$ cat config.mk
export PLATFORM = sky130hd
export DESIGN_NAME = rc_channel_filter_failsafe_top
export DESIGN_NICKNAME = d
export VERILOG_FILES = /design/src/sv/rcff_pkg.sv /design/src/sv/rcff_ctrl.sv /design/src/sv/rcff_dp.sv /design/src/sv/rc_channel_filter_failsafe_top.sv
export SDC_FILE = /design/constraint.sdc
export NUM_CORES = 1
export LEC_CHECK = 0
export CORE_MARGIN = 2
export CORE_UTILIZATION = 66
export CTS_CLUSTER_SIZE = 30
export DETAILED_ROUTE_END_ITERATION = 10
export DONT_BUFFER_PORTS = 1
export PLACE_DENSITY = 0.8
export SLEW_MARGIN = 20
export SYNTH_ARGS = -nofsm -noshare
export SYNTH_HDL_FRONTEND = slang
export SYNTH_SLANG_ARGS = --single-unit
$ cat constraint.sdc
create_clock -name clk -period 17.6 [get_ports clk]
set_input_delay 0.88 -clock clk [delete_from_list [all_inputs] [get_ports clk]]
set_output_delay 0.88 -clock clk [all_outputs]
set_load 0.02 [all_outputs]
$ cat src/sv/rcff_pkg.sv
`timescale 1ns / 1ps
package rcff_pkg;

  localparam int NUM_HELD   = 6;
  localparam int NUM_SMOOTH = 6;

  // request kinds
  localparam logic REQ_PACKET = 1'b0;
  localparam logic REQ_TICK   = 1'b1;

  // config register indexes
  localparam logic [1:0] CFG_ALPHA   = 2'd0;
  localparam logic [1:0] CFG_TIMEOUT = 2'd1;

  // smoothed channel order
  localparam logic [2:0] CH_THROTTLE   = 3'd0;
  localparam logic [2:0] CH_YAW        = 3'd1;
  localparam logic [2:0] CH_PITCH      = 3'd2;
  localparam logic [2:0] CH_ROLL_LEFT  = 3'd3;
  localparam logic [2:0] CH_ROLL_RIGHT = 3'd4;
  localparam logic [2:0] CH_HOLD       = 3'd5;
  localparam logic [2:0] LAST_CH       = CH_HOLD;

  // held byte order
  localparam logic [2:0] H_ROLL = 3'd3;
  localparam logic [2:0] H_HOLD = 3'd4;
  localparam logic [2:0] H_SEL  = 3'd5;

  // wing modes
  localparam logic [7:0] SEL_ROLL = 8'd0;
  localparam logic [7:0] SEL_HOLD = 8'd1;

  localparam logic [10:0] PULSE_MIN = 11'd1000;
  localparam logic [10:0] PULSE_MAX = 11'd2000;
  localparam logic [10:0] PULSE_MID = 11'd1500;

  localparam logic [8:0]  ALPHA_RESET   = 9'd154;
  localparam logic [8:0]  ALPHA_ONE     = 9'd256;
  localparam logic [15:0] TIMEOUT_RESET = 16'd1000;
  localparam logic [15:0] SILENCE_MAX   = 16'hFFFF;

  // x*1000/255 == (x * 1000 * ceil(2^26/255)) >> 26 for every 8-bit x
  localparam logic [27:0] MAP_RECIP = 28'd263173000;

  typedef logic [7:0]  held_arr_t   [NUM_HELD];
  typedef logic [10:0] smooth_arr_t [NUM_SMOOTH];

  localparam held_arr_t HELD_FAILSAFE =
    '{8'd0, 8'd127, 8'd127, 8'd127, 8'd127, 8'd0};
  localparam smooth_arr_t SMOOTH_RESET =
    '{11'd1000, 11'd1000, 11'd1000, 11'd1000, 11'd2000, 11'd1000};

  typedef enum logic [1:0] {
    ST_IDLE,
    ST_MAP,
    ST_EMA,
    ST_DONE
  } rcff_state_t;

  typedef struct packed {
    logic       take_packet;
    logic       take_tick;
    logic       map_en;
    logic       ema_en;
    logic       finish;
    logic [2:0] ch;
  } rcff_cmd_t;

  function automatic logic [10:0] map_pulse(input logic [7:0] x);
    logic [35:0] prod;
    prod = {28'd0, x} * {8'd0, MAP_RECIP};
    return PULSE_MIN + {1'b0, prod[35:26]};
  endfunction

endpackage

$ cat src/sv/rcff_ctrl.sv
`timescale 1ns / 1ps
module rcff_ctrl (
  input  logic               clk,
  input  logic               rst_n,
  input  logic               in_valid,
  input  logic               in_req_type,
  input  logic               out_ready,
  input  logic               out_busy,
  output logic               in_ready,
  output rcff_pkg::rcff_cmd_t cmd
);
  import rcff_pkg::*;

  rcff_state_t state_r, state_nxt;
  logic [2:0]  ch_r, ch_nxt;
  logic        accept;
  logic        slot_free;

  assign accept    = in_valid && in_ready;
  assign slot_free = !out_busy || out_ready;

  always_comb begin
    state_nxt = state_r;
    ch_nxt    = ch_r;
    case (state_r)
      ST_IDLE: begin
        if (accept && in_req_type == REQ_TICK) begin
          state_nxt = ST_MAP;
          ch_nxt    = CH_THROTTLE;
        end
      end
      ST_MAP: state_nxt = ST_EMA;
      ST_EMA: begin
        if (ch_r == LAST_CH) begin
          state_nxt = ST_DONE;
        end else begin
          state_nxt = ST_MAP;
          ch_nxt    = ch_r + 3'd1;
        end
      end
      ST_DONE: begin
        if (slot_free) begin
          state_nxt = ST_IDLE;
        end
      end
      default: state_nxt = ST_IDLE;
    endcase
  end

  always_comb begin
    in_ready = 1'b0;
    cmd      = '0;
    cmd.ch   = ch_r;
    case (state_r)
      ST_IDLE: begin
        in_ready        = 1'b1;
        cmd.take_packet = accept && in_req_type == REQ_PACKET;
        cmd.take_tick   = accept && in_req_type == REQ_TICK;
      end
      ST_MAP:  cmd.map_en = 1'b1;
      ST_EMA:  cmd.ema_en = 1'b1;
      ST_DONE: cmd.finish = slot_free;
      default: in_ready = 1'b0;
    endcase
  end

  always_ff @(posedge clk) begin
    if (!rst_n) begin
      state_r <= ST_IDLE;
      ch_r    <= CH_THROTTLE;
    end else begin
      state_r <= state_nxt;
      ch_r    <= ch_nxt;
    end
  end

`ifndef NO_ASSERTIONS
  ap_tick_starts: assert property (@(posedge clk) disable iff (!rst_n)
    (in_valid && in_ready && in_req_type == REQ_TICK) |=>
      (state_r == ST_MAP && ch_r == CH_THROTTLE))
    else $error("tick did not start channel sweep");

  ap_ch_range: assert property (@(posedge clk) disable iff (!rst_n)
    ch_r <= LAST_CH)
    else $error("channel index out of range");

  ap_finish_loads: assert property (@(posedge clk) disable iff (!rst_n)
    cmd.finish |=> out_busy)
    else $error("finish did not load output register");
`endif
endmodule

$ cat src/sv/rcff_dp.sv
`timescale 1ns / 1ps
module rcff_dp (
  input  logic                clk,
  input  logic                rst_n,
  input  rcff_pkg::rcff_cmd_t cmd,
  input  logic [7:0]          in_throttle,
  input  logic [7:0]          in_yaw,
  input  logic [7:0]          in_pitch,
  input  logic [7:0]          in_roll,
  input  logic [7:0]          in_hold_level,
  input  logic [7:0]          in_aux_select,
  input  logic                cfg_we,
  input  logic [1:0]          cfg_index,
  input  logic [15:0]         cfg_data,
  input  logic                out_ready,
  output logic                out_valid,
  output logic [10:0]         out_throttle_pulse,
  output logic [10:0]         out_yaw_pulse,
  output logic [10:0]         out_pitch_pulse,
  output logic [10:0]         out_left_wing_pulse,
  output logic [10:0]         out_right_wing_pulse,
  output logic                out_link_lost,
  output logic                out_busy
);
  import rcff_pkg::*;

  logic [8:0]  alpha_r, alpha_nxt;
  logic [15:0] timeout_r, timeout_nxt;
  logic [15:0] silence_r, silence_nxt;
  logic        lost_r, lost_nxt;
  held_arr_t   held_r, held_nxt;
  smooth_arr_t smooth_r, smooth_nxt;
  logic [10:0] target_r, target_nxt;
  logic [10:0] wing_left_r, wing_left_nxt;
  logic [10:0] wing_right_r, wing_right_nxt;
  logic        out_valid_r, out_valid_nxt;
  logic [10:0] out_thr_r, out_thr_nxt;
  logic [10:0] out_yaw_r, out_yaw_nxt;
  logic [10:0] out_pitch_r, out_pitch_nxt;
  logic [10:0] out_left_r, out_left_nxt;
  logic [10:0] out_right_r, out_right_nxt;
  logic        out_lost_r, out_lost_nxt;

  logic [2:0]         held_idx;
  logic [7:0]         map_in;
  logic [8:0]         alpha_eff;
  logic [10:0]        old_val;
  logic signed [11:0] diff;
  logic signed [21:0] prod;
  logic signed [21:0] acc;
  logic [10:0]        ema_val;
  logic [15:0]        silence_inc;
  logic               fail;
  logic [10:0]        left_sel, right_sel;

  // both roll channels read the roll byte, hold reads its own byte
  always_comb begin
    case (cmd.ch)
      CH_ROLL_RIGHT: held_idx = H_ROLL;
      CH_HOLD:       held_idx = H_HOLD;
      default:       held_idx = cmd.ch;
    endcase
  end

  assign map_in = (cmd.ch == CH_ROLL_RIGHT) ? ~held_r[held_idx] : held_r[held_idx];

  // a*t + (256-a)*o == 256*o + a*(t-o)
  assign alpha_eff = (alpha_r > ALPHA_ONE) ? ALPHA_ONE : alpha_r;
  assign old_val   = smooth_r[cmd.ch];
  assign diff      = $signed({1'b0, target_r}) - $signed({1'b0, old_val});
  assign prod      = $signed({1'b0, alpha_eff}) * diff;
  assign acc       = $signed({3'b000, old_val, 8'd0}) + prod;
  assign ema_val   = acc[18:8];

  assign silence_inc = (silence_r == SILENCE_MAX) ? silence_r : silence_r + 16'd1;
  assign fail        = silence_inc > timeout_r;

  always_comb begin
    if (held_r[H_SEL] == SEL_ROLL) begin
      left_sel  = smooth_r[CH_ROLL_LEFT];
      right_sel = smooth_r[CH_ROLL_RIGHT];
    end else if (held_r[H_SEL] == SEL_HOLD) begin
      left_sel  = smooth_r[CH_HOLD];
      right_sel = smooth_r[CH_HOLD];
    end else begin
      left_sel  = wing_left_r;
      right_sel = wing_right_r;
    end
  end

  always_comb begin
    alpha_nxt   = alpha_r;
    timeout_nxt = timeout_r;
    if (cfg_we) begin
      case (cfg_index)
        CFG_ALPHA:   alpha_nxt   = cfg_data[8:0];
        CFG_TIMEOUT: timeout_nxt = cfg_data;
        default: ;
      endcase
    end
  end

  always_comb begin
    held_nxt    = held_r;
    silence_nxt = silence_r;
    lost_nxt    = lost_r;
    if (cmd.take_packet) begin
      held_nxt    = '{in_throttle, in_yaw, in_pitch, in_roll, in_hold_level, in_aux_select};
      silence_nxt = '0;
    end else if (cmd.take_tick) begin
      silence_nxt = silence_inc;
      lost_nxt    = fail;
      if (fail) begin
        held_nxt = HELD_FAILSAFE;
      end
    end
  end

  always_comb begin
    target_nxt = target_r;
    smooth_nxt = smooth_r;
    if (cmd.map_en) begin
      target_nxt = map_pulse(map_in);
    end
    if (cmd.ema_en) begin
      smooth_nxt[cmd.ch] = ema_val;
    end
  end

  always_comb begin
    wing_left_nxt  = wing_left_r;
    wing_right_nxt = wing_right_r;
    out_thr_nxt    = out_thr_r;
    out_yaw_nxt    = out_yaw_r;
    out_pitch_nxt  = out_pitch_r;
    out_left_nxt   = out_left_r;
    out_right_nxt  = out_right_r;
    out_lost_nxt   = out_lost_r;
    out_valid_nxt  = out_valid_r && !out_ready;
    if (cmd.finish) begin
      wing_left_nxt  = left_sel;
      wing_right_nxt = right_sel;
      out_thr_nxt    = smooth_r[CH_THROTTLE];
      out_yaw_nxt    = smooth_r[CH_YAW];
      out_pitch_nxt  = smooth_r[CH_PITCH];
      out_left_nxt   = left_sel;
      out_right_nxt  = right_sel;
      out_lost_nxt   = lost_r;
      out_valid_nxt  = 1'b1;
    end
  end

  always_ff @(posedge clk) begin
    if (!rst_n) begin
      alpha_r      <= ALPHA_RESET;
      timeout_r    <= TIMEOUT_RESET;
      silence_r    <= '0;
      lost_r       <= 1'b0;
      held_r       <= HELD_FAILSAFE;
      smooth_r     <= SMOOTH_RESET;
      wing_left_r  <= PULSE_MID;
      wing_right_r <= PULSE_MID;
      out_valid_r  <= 1'b0;
    end else begin
      alpha_r      <= alpha_nxt;
      timeout_r    <= timeout_nxt;
      silence_r    <= silence_nxt;
      lost_r       <= lost_nxt;
      held_r       <= held_nxt;
      smooth_r     <= smooth_nxt;
      wing_left_r  <= wing_left_nxt;
      wing_right_r <= wing_right_nxt;
      out_valid_r  <= out_valid_nxt;
    end
  end

  always_ff @(posedge clk) begin
    target_r    <= target_nxt;
    out_thr_r   <= out_thr_nxt;
    out_yaw_r   <= out_yaw_nxt;
    out_pitch_r <= out_pitch_nxt;
    out_left_r  <= out_left_nxt;
    out_right_r <= out_right_nxt;
    out_lost_r  <= out_lost_nxt;
  end

  assign out_valid            = out_valid_r;
  assign out_busy             = out_valid_r;
  assign out_throttle_pulse   = out_thr_r;
  assign out_yaw_pulse        = out_yaw_r;
  assign out_pitch_pulse      = out_pitch_r;
  assign out_left_wing_pulse  = out_left_r;
  assign out_right_wing_pulse = out_right_r;
  assign out_link_lost        = out_lost_r;

`ifndef NO_ASSERTIONS
  ap_target_range: assert property (@(posedge clk) disable iff (!rst_n)
    cmd.ema_en |-> (target_r >= PULSE_MIN && target_r <= PULSE_MAX))
    else $error("mapped target out of pulse range");

  ap_out_range: assert property (@(posedge clk) disable iff (!rst_n)
    out_valid_r |-> (out_thr_r >= PULSE_MIN && out_thr_r <= PULSE_MAX))
    else $error("smoothed throttle out of pulse range");
`endif
endmodule

$ cat src/sv/rc_channel_filter_failsafe_top.sv
`timescale 1ns / 1ps
// Sequence: a tick transfer steps each of the six channels through a map state and
//   a smoothing state in one shared map/smoothing unit, then a done state loads the
//   output register once it is free (out_ready may stall it); a packet transfer is
//   absorbed in the accepting cycle and yields no result. Transfers are taken only while idle.
// Reset: synchronous, active-low rst_n; restores register defaults, failsafe bytes
//   and the initial smoothed and wing pulse values.
module rc_channel_filter_failsafe_top (
  input  logic        clk,
  input  logic        rst_n,
  // input channel
  input  logic        in_valid,
  output logic        in_ready,
  input  logic        in_req_type,
  input  logic [7:0]  in_throttle,
  input  logic [7:0]  in_yaw,
  input  logic [7:0]  in_pitch,
  input  logic [7:0]  in_roll,
  input  logic [7:0]  in_hold_level,
  input  logic [7:0]  in_aux_select,
  // result channel
  output logic        out_valid,
  input  logic        out_ready,
  output logic [10:0] out_throttle_pulse,
  output logic [10:0] out_yaw_pulse,
  output logic [10:0] out_pitch_pulse,
  output logic [10:0] out_left_wing_pulse,
  output logic [10:0] out_right_wing_pulse,
  output logic        out_link_lost,
  // config writes: index 0 alpha (Q8), index 1 timeout in ticks
  input  logic        cfg_we,
  input  logic [1:0]  cfg_index,
  input  logic [15:0] cfg_data
);
  import rcff_pkg::*;

  rcff_cmd_t cmd;
  logic      out_busy;

  // The controller owns sequencing: it takes packet transfers while idle, and on a
  // tick walks channels 0..5 through a map step (byte -> 1000..2000 us via a
  // reciprocal multiply) and a smoothing step (one alpha multiply), then loads the
  // output register once it is free. Packets are still taken while a loaded result waits in the output register.
  rcff_ctrl u_ctrl (
    .clk         (clk),
    .rst_n       (rst_n),
    .in_valid    (in_valid),
    .in_req_type (in_req_type),
    .out_ready   (out_ready),
    .out_busy    (out_busy),
    .in_ready    (in_ready),
    .cmd         (cmd)
  );

  // The datapath holds the received bytes, silence counter, smoothed values, last
  // wing pulses, config registers and the output register.
  rcff_dp u_dp (
    .clk                  (clk),
    .rst_n                (rst_n),
    .cmd                  (cmd),
    .in_throttle          (in_throttle),
    .in_yaw               (in_yaw),
    .in_pitch             (in_pitch),
    .in_roll              (in_roll),
    .in_hold_level        (in_hold_level),
    .in_aux_select        (in_aux_select),
    .cfg_we               (cfg_we),
    .cfg_index            (cfg_index),
    .cfg_data             (cfg_data),
    .out_ready            (out_ready),
    .out_valid            (out_valid),
    .out_throttle_pulse   (out_throttle_pulse),
    .out_yaw_pulse        (out_yaw_pulse),
    .out_pitch_pulse      (out_pitch_pulse),
    .out_left_wing_pulse  (out_left_wing_pulse),
    .out_right_wing_pulse (out_right_wing_pulse),
    .out_link_lost        (out_link_lost),
    .out_busy             (out_busy)
  );

endmodule

After elaboration in Yosys (flattened, before gate mapping) --
Index checks and enable logic that the tools add are counted.
Cells by class: add/sub/neg operators 5, multiply operators 2, $lt $le $gt $ge 5, equal/unequal tests 11, muxes and demuxes 33, bitwise logic cells 6, reduce and logical (&&, ||, !) cells 21
Operator list (count):
- 48-bit 2-to-1 mux | 3
- 11-bit 2-to-1 mux | 7
- 66-bit bitwise mux | 1
- 11-bit binary-select mux with 3-bit select | 1
- 11-bit demux with 3-bit select | 1
- 8-bit by 25-bit multiplier with 33-bit output (second input constant) | 1
- 8-bit binary-select mux with 3-bit select | 1
- 8-bit 2-to-1 mux | 3
- 19-bit adder | 1
- 10-bit by 12-bit multiplier with 19-bit output | 1
- 16-bit by 1-bit adder with 16-bit output (second input constant) | 1
- 16-bit == test (second input constant) | 1
- 16-bit > comparator | 1
- 16-bit 2-to-1 mux | 1
- 3-bit case mux with 2 select lines | 2
- 11-bit by 11-bit subtractor with 12-bit output | 1
- 10-bit by 10-bit adder with 11-bit output (first input constant) | 1
- 2-bit AND reduction | 5
- 9-bit > comparator (second input constant) | 1
- 9-bit 2-to-1 mux | 1
- 8-bit by 1-bit == test with 1-bit output (second input constant) | 1
- 4-bit greater-or-equal comparator (second input constant) | 2
- 8-bit logical NOT | 1
- 2-bit 2-to-1 mux | 4
- 20 further kinds | 40
Storage, ports and cells: flip-flop bits (word level) 251

Depth between registers and ports, before layout --
Gate-level depths: netlist of the first run.
depth in word-level cells 10, mapped depth 41, gate-level depth less buffers 37

By module --
Synthesis of the first run repeated with hierarchy kept, for this count alone.
Second synthesis, totals: cell total of the unflattened synthesis 1974, area, all modules 18293.8 µm²
Modules (own cells, without submodules):
- rcff_dp | times used 1, cells an instance 1938, area an instance 17982.2 µm², sequential area each 5595.4 µm²
- rcff_ctrl | times used 1, cells an instance 36, area an instance 311.5 µm², sequential area each 100.1 µm²

Worst setup path before layout of the first run --
No wires, ideal clock.
path kind reg2reg, start reg u_ctrl.ch_r[1], end reg u_dp.target_r[9] (data pin), setup time 0.268 ns, arrival 8.624 ns, path slack 8.707 ns, stages on the path, launching flop included 36, path buffers 5, period minus slack after synthesis 8.893 ns, cells stage by stage dfxtp_1 buf_4 clkbuf_1 inv_1 clkbuf_1 ha_1 buf_2 mux2i_1 clkbuf_1 mux2i_1 or3_1 a31oi_1 inv_1 fa_1 inv_1 fa_1 inv_1 fa_1 fa_1 inv_1 ha_1 and4_1 and4_1 o211ai_1 a21oi_1 a2111oi_0 and2_1 nor2b_1 o21a_1 nor3_1 nor2_1 ha_1 and2b_1 o211ai_1 a221oi_2 xor2_1
Between the ends: longest elaborated chain between the ends 10, elaborated cells on any way between the ends 11
Ends and longest elaborated chain:
- start, declared | line rcff_ctrl.sv:15 | logic [2:0] ch_r, ch_nxt;
- start signal, assigned | line rcff_ctrl.sv:73 | ch_r <= ch_nxt;
- 3-bit == test, on equally long branches | line rcff_dp.sv:58, rcff_dp.sv:65
- 3-bit case mux with 2 select lines | line rcff_dp.sv:58 | case (cmd.ch)
- 3-bit NOT with 4-bit output (implied by the code) | line rcff_dp.sv:65 | assign map_in = (cmd.ch == CH_ROLL_RIGHT) ? ~held_r[held_idx] : held_r[held_idx];
- 8-bit binary-select mux with 3-bit select | line rcff_dp.sv:65
- 8-bit 2-to-1 mux (implied by the code) (2 in a row) | line rcff_dp.sv:65
- 8-bit NOT | line rcff_dp.sv:65
- 8-bit 2-to-1 mux (*) | line rcff_dp.sv:65
- 8-bit by 25-bit multiplier with 33-bit output (*) | line rcff_pkg.sv:71 | prod = {28'd0, x} * {8'd0, MAP_RECIP};
- 10-bit by 10-bit adder with 11-bit output (*) | line rcff_pkg.sv:72 | return PULSE_MIN + {1'b0, prod[35:26]};
- end signal, assigned | line rcff_dp.sv:178 | target_r <= target_nxt;
- end, declared | line rcff_dp.sv:33 | logic [10:0] target_r, target_nxt;
Every way passes the cells marked *; elsewhere a longest branch is shown, timed or not. The select of a mux whose other input is x is not followed. A chain may end at the register's enable or synchronous reset.

Worst setup path in the final report of the first run --
start reg u_ctrl.ch_r[1], end reg u_dp.smooth_r[21] (netlist name)
Between the ends: longest elaborated chain between the ends 8, elaborated cells on any way between the ends 13
Ends and longest elaborated chain:
- 3-bit NOT with 4-bit output (implied by the code) (*) | line rcff_dp.sv:69, rcff_dp.sv:126
- 11-bit binary-select mux with 3-bit select | line rcff_dp.sv:69 | assign old_val = smooth_r[cmd.ch];
- 11-bit 2-to-1 mux (implied by the code) (2 in a row) | line rcff_dp.sv:69
- 11-bit by 11-bit subtractor with 12-bit output | line rcff_dp.sv:70 | assign diff = $signed({1'b0, target_r}) - $signed({1'b0, old_val});
- 10-bit by 12-bit multiplier with 19-bit output | line rcff_dp.sv:71 | assign prod = $signed({1'b0, alpha_eff}) * diff;
- 19-bit adder | line rcff_dp.sv:72 | assign acc = $signed({3'b000, old_val, 8'd0}) + prod;
- 66-bit bitwise mux (*) | line rcff_dp.sv:126 | smooth_nxt[cmd.ch] = ema_val;
- end signal, assigned | line rcff_dp.sv:170 | smooth_r <= smooth_nxt;
- end, declared | line rcff_dp.sv:32 | smooth_arr_t smooth_r, smooth_nxt;
Marked as above.

==> run_results.csv, run 1 <==
group,metric,value,unit
logic_synthesis,synth-main-ff-cell,"dfxtp_1",
global_route,grt_pass1_vias,14128,
place,dp.cells,2363,
sta,slew_headroom,26.5,%
setup_path,slowest_stage,"buf_4",
clocking,cts_buffers,27,
clocking,ctsResizeCount,0,
logic_synthesis,ys_async_sr_fraction,0,%
logic_synthesis,synth_nets,2424,
route,first_pass_iters,8,
floorplan,io-pin-count,130,
clocking,cts_buffer_depth,3,
global_route,grt.total_usage,31.1,%
clocking,clkLatencyLatePin,0.53,ns
clocking,clock_sinks,251,
logic_synthesis,yosys_warnings,0,
route,routedWlPerCell,18.6,um
route,drc,0,
route,ant_nets,0,
setup_path,worstSetupPathType,"reg2reg",
global_route,grt_pass1_wl,72400,um
sta,min_period_over_period,53.7,%
cells_and_area,fillers,2088,
cells_and_area,antenna-diode-count,0,
worst_hold_path,worstHoldPathType,"reg2reg",
cells_and_area,drive_gt1_share,3.83,%
clocking,cts_setup_buffers,0,
route,wirelength,44800,um
cells_and_area,fin_area,19700,um2
floorplan,dieArea,29400,um2
setup_path,slowest_delay,0.55,ns
logic_synthesis,synth_area,18500,um2
clocking,cts_hold_buffers,0,
clocking,cts_tree,"yes",
cells_and_area,nets,2372,
setup_path,crit_fanout,47,
setup_path,crit_path_end_kind,"register",
place,dpl-instance-area,18700,um2
cells_and_area,final_cells,2412,
floorplan,core_area,27700,um2
place,gp_congestion,0.948,
floorplan,num_rows,61,
logic_synthesis,synthTopCellsByArea,"dfxtp_1 (20%), fa_1 (16%), edfxtp_1 (11%)",
logic_synthesis,yosysUniqueCellTypes,70,
route,drt_iter0_drc,1445,
sta,finalSetupViolCount,0,
cells_and_area,multi_input_area,11500,um2
sta,fin_crit,9.45,ns
logic_synthesis,synth_edf_count,67,
setup_path,critPathLaunchType,"register",
floorplan,initial_core_util,66.9,%
cells_and_area,seq_area,5700,um2
global_route,grt-ovfl-total,0,
route,vias_per_cell,5.96,
place,dp.final_hpwl,34100,um
logic_synthesis,ys_seq_area_share,30.7,%
setup_path,required,17.97,ns
sta,tightest_slew,1.09,ns
sta,clock.fmax,0.106,GHz
flow_run,maxCapViolCount,0,
run_status,outcome,"finished, final reports clean",
route,dr_total_vias,14387,
cells_and_area,syn2layout_area_growth,6.44,%
floorplan,die_h,172,um
sta,setup-tns-final,0,ns
clocking,cts_root_buffer,"clkbuf_16",
logic_synthesis,yosys.area.top_type,"dfxtp_1",
logic_synthesis,avgSynthCellArea,8.97,um2
logic_synthesis,synthDominantCellAreaShare,19.9,%
floorplan,die_width,172,um
sta,finalHoldViolCount,0,
logic_synthesis,ys_ff_latch,251,
logic_synthesis,postSynthCellCount,2066,
global_route,antenna_found_initial,0,
sta,skew,0.0246,ns
clocking,htree_levels,1,
clocking,clk_pin_slew,0.06,ns
global_route,grt_max_degree,158,
sta,drv_slew,0,
setup_path,crit_top_cell,"fa_1",
setup_path,cp_data_arrival_time,9.82,ns
sta,rsz0062_at_grt,"false",
place,port_buffers,0,
==> through the flow <==
stage	hold WS, ns	util (%)	setup slack (ns)
2_1_floorplan	0.408	-	8.71
3_3_place_gp	0.424	67.6	8.38
3_5_place_dp	0.424	67.6	8.35
4_1_cts	0.432	71.2	8.30
5_1_grt	0.457	71.2	7.65
6_report	0.452	71.2	8.15
==> metal layers <==
layer / GRT usage [%] / vias up / routed length [um]
li1: - / 6755 / -
met1: 40.3 / 6956 / 18300
met2: 53.0 / 570 / 21800
met3: 4.39 / 106 / 2940
met4: 11.4 / 0 / 1780
met5: 0 / - / 0
==> cell type report <==
cell class | count | area share, %
clock buffer | 36 | 3.91
inverter | 263 | 5.00
sequential | 251 | 28.9
tap | 378 | 2.40
timing repair buffer | 12 | 0.457
multi-input combinational | 1459 | 58.2
clock inverter | 13 | 1.15
==> state kept, by name (all words and copies together) (netlist names) <==
| signal | cells |
|---|---|
| u_dp.out_left_wing_pulse | 11 |
| u_dp.out_pitch_pulse | 11 |
| u_dp.lost_r | 1 |
| u_dp.held_r | 48 |
| u_dp.silence_r | 16 |
| u_dp.out_link_lost | 1 |
| u_dp.out_throttle_pulse | 11 |
| u_dp.target_r | 11 |
| u_dp.smooth_r | 66 |
| u_dp.timeout_r | 16 |
| u_ctrl.state_r | 2 |
| u_dp.out_yaw_pulse | 11 |
| u_dp.wing_left_r | 11 |
| u_dp.out_busy | 1 |
| u_dp.wing_right_r | 11 |
| u_dp.out_right_wing_pulse | 11 |
| u_dp.alpha_r | 9 |
| u_ctrl.ch_r | 3 |
==> cell families after synthesis <==
kind of cell / synth area share, %
xor gates and xnor gates: 3.02
AOI/OAI and AO/OA: 11.8
buffers and inverters: 7.36
adders and majority gates: 25.3
muxes: 3.87
and+or+nand+nor: 17.9
DFF: 30.7
==> worst max-delay path: cells and delay by family (launching register included) <==
| kind | cells | cell delay, ns |
|---|---|---|
| adders and majority gates | 8 | 3.50 |
| AOI/OAI and AO/OA | 15 | 3.19 |
| buffers and inverters | 6 | 0.88 |
| and+or+nand+nor | 3 | 0.67 |
| DFF | 1 | 0.43 |
| xor gates and xnor gates | 2 | 0.42 |
| muxes | 1 | 0.15 |
==> synthesized netlist by cell type, types with 4 or more instances <==
master,instances
nand2_1,350
o21ai_0,76
xnor2_1,46
xor2_1,18
and3_1,7
nor2b_1,42
a31oi_1,9
nand4_1,11
ha_1,137
or3_1,4
fa_1,149
nor3_1,21
o21bai_1,4
a21o_1,27
buf_1,10
nand3_1,134
a21boi_0,57
nor2_1,69
inv_1,262
dfxtp_1,184
o22ai_1,9
a22oi_1,12
mux4_2,4
o221ai_1,11
and4_1,5
o21a_1,19
mux2i_1,60
nand3b_1,5
clkbuf_1,78
or2_2,5
o211ai_1,35
and2_1,38
a211oi_1,6
a21oi_1,37
edfxtp_1,67
nand2b_1,10
==> final timing paths <==
| kind | from | end | slack [ns] | depth (start not counted) |
|---|---|---|---|---|
| setup / recovery | u_ctrl.ch_r[1] | u_dp.smooth_r[21] | 8.15 | 35 |
| hold / removal | u_dp.lost_r | u_dp.out_link_lost | 0.45 | 0 |
| hold reg to reg | u_dp.lost_r | u_dp.out_link_lost | 0.45 | 0 |
| setup reg to reg | u_ctrl.ch_r[1] | u_dp.smooth_r[21] | 8.15 | 35 |
==> layout by cell type (no fill, tap or decap), drive strengths merged, types with 11 or more instances in the layout <==
master / instances
xor2: 18
mux2i: 60
nor2b: 42
a21o: 27
nand4: 11
dfxtp: 184
a21boi: 57
ha: 137
nor2: 69
and2: 38
inv: 264
xnor2: 46
edfxtp: 67
nand2: 350
o211ai: 35
nor3: 21
fa: 149
clkbuf: 36
a22oi: 13
o21ai: 79
buf: 12
o221ai: 11
nand3: 135
o21a: 19
a21oi: 37
Power of run 1 is left out: the tool's default activity adds up to more than one toggle a clock period on the data nets, which glitch-free logic cannot reach.
==> inputs of run 2 (changes only) <==
- CORE_UTILIZATION: 66 -> 59
- PLACE_DENSITY: 0.8 -> 0.76
- clock period: 17.6 -> 7.8 ns (I/O delays scaled with it)
==> run_results.csv, run 2 (synthesized netlist as in run 1, its figures left out) <==
group,metric,value,unit
sta,rsz0062_at_grt,"true",
route,drt_iter0_drc,1137,
cells_and_area,top_regs,"u_dp.smooth_r (66), u_dp.held_r (48)",
clocking,cts_root_buffer,"clkbuf_16",
sta,finalHoldViolCount,0,
cells_and_area,final_cells,2585,
place,dp.final_hpwl,35700,um
clocking,cts_tree,"yes",
route,dr_total_vias,15072,
route,wirelength,47700,um
sta,setup-tns-final,0,ns
floorplan,die_width,181,um
setup_path,crit_fanout,7,
place,dpl-instance-area,19700,um2
place,port_buffers,0,
setup_path,critPathLaunchType,"register",
cells_and_area,top_register,"u_dp.smooth_r",
route,routedWlPerCell,18.5,um
setup_path,slowest_delay,0.58,ns
sta,clock.fmax,0.129,GHz
route,vias_per_cell,5.83,
setup_path,reg2reg_depth,32,
clocking,clkLatencyLatePin,0.52,ns
cells_and_area,layout_commonest_cell,"nand2_1",
cells_and_area,final_cell_mix,"nand2_1 (345), inv_1 (254), dfxtp_1 (182)",
worst_hold_path,worstHoldPathType,"in2reg",
sta,fin_crit,7.76,ns
flow_run,maxCapViolCount,0,
sta,finalSetupViolCount,0,
clocking,cts_buffers,24,
global_route,antenna_found_initial,0,
global_route,grt_max_degree,94,
route,ant_nets,0,
global_route,grt.total_usage,28.7,%
sta,min_period_over_period,99.4,%
setup_path,worstSetupPathType,"reg2reg",
cells_and_area,final_util,69.4,%
setup_path,required,8.05,ns
clocking,cts_buffer_depth,3,
cells_and_area,multi_input_area,11900,um2
sta,skew,0.0155,ns
global_route,grt_pass1_vias,14985,
setup_path,crit_path_end_kind,"register",
floorplan,io-pin-count,130,
sta,drv_slew,0,
global_route,grt_pass1_wl,76300,um
cells_and_area,largest_reg_flops,66,
cells_and_area,nets,2529,
floorplan,dieArea,32800,um2
global_route,grt-ovfl-total,0,
cells_and_area,fin_area,21400,um2
cells_and_area,syn2layout_area_growth,15.2,%
run_status,outcome,"finished, final reports clean",
setup_path,crit_top_cell,"fa_1",
cells_and_area,seq_area,5700,um2
cells_and_area,drive_gt1_share,13.3,%
clocking,htree_levels,1,
sta,slew_headroom,29.5,%
place,dp.cells,2489,
setup_path,cp_data_arrival_time,8.01,ns
cells_and_area,fillers,2418,
clocking,clock_sinks,251,
place,gp_congestion,0.939,
floorplan,num_rows,64,
route,first_pass_iters,6,
sta,tightest_slew,1.06,ns
worst_hold_path,hold_depth,2,
floorplan,initial_core_util,60.3,%
route,drc,0,
floorplan,die_h,181,um
floorplan,core_area,30700,um2
setup_path,slowest_stage,"fa_1",
clocking,clk_pin_slew,0.06,ns
[run 2: changes by cell type in the layout (fill, tap and decap cells not counted), sizes merged]
cell         delta
buf           +136
bufbuf          +1
bufinv          -6
clkbuf          +4
clkinv          -1
diode           +1
dlygate4sd3    +22
inv             -2
[run 2: through the flow]
stage | worst slack, ns | hold WS, ns
finish | 0.0429 | 0.00518
global placement | -0.103 | 0.433
detailed placement | -0.232 | 0.446
global route | -0.262 | 0.00300
floorplan | -0.00493 | 0.408
CTS | 0.00157 | 0.000278
[run 2: repair_timing]
action | in CTS | in global routing
resized for setup | 10 | 77
hold endpoints to repair | 61 | 0
hold buffers | 23 | 0
setup buffers | 8 | 20
pin swaps | 1 | 54
gates cloned | 1 | 1
endpoints found under the setup margin | 14 | 36
[run 2: final cells by class]
cell class	count	share of cell area (%)
antenna	1	0.0117
clock buffer	39	3.61
clock inverter	4	0.0820
inverter	263	4.64
multi-input combinational	1459	55.8
sequential	251	26.7
tap	396	2.32
timing repair buffer	172	6.86
[run 2: critical path: cells and delay by family (launching register included)]
family,cells,cell delay (ns)
adder cells (fa/ha/maj),6,2.65
AO/OA/AOI/OAI,9,1.80
AND/OR/NAND/NOR,8,1.13
multiplexers,2,0.88
buffers and inverters,6,0.52
flip-flops,1,0.39
XOR/XNOR,1,0.10
[run 2: worst paths after layout]
path                         from                    to  slack, ns
max                u_ctrl.ch_r[1]      u_dp.target_r[9]       0.04
min reg2reg  u_dp.wing_right_r[9]  u_dp.wing_right_r[9]       0.46
min              in_hold_level[1]        u_dp.held_r[9]      0.005
max reg2reg        u_ctrl.ch_r[1]      u_dp.target_r[9]       0.04
[run 2: metal layers]
metal / vias to the layer above / track usage (%) / wire, um
li1: 7079 / - / -
met3: 118 / 4.05 / 3280
met1: 7280 / 36.9 / 19400
met2: 595 / 49.6 / 23100
met5: - / 0 / 0
met4: 0 / 10.2 / 1910
Power of run 2 is left out for the same reason.
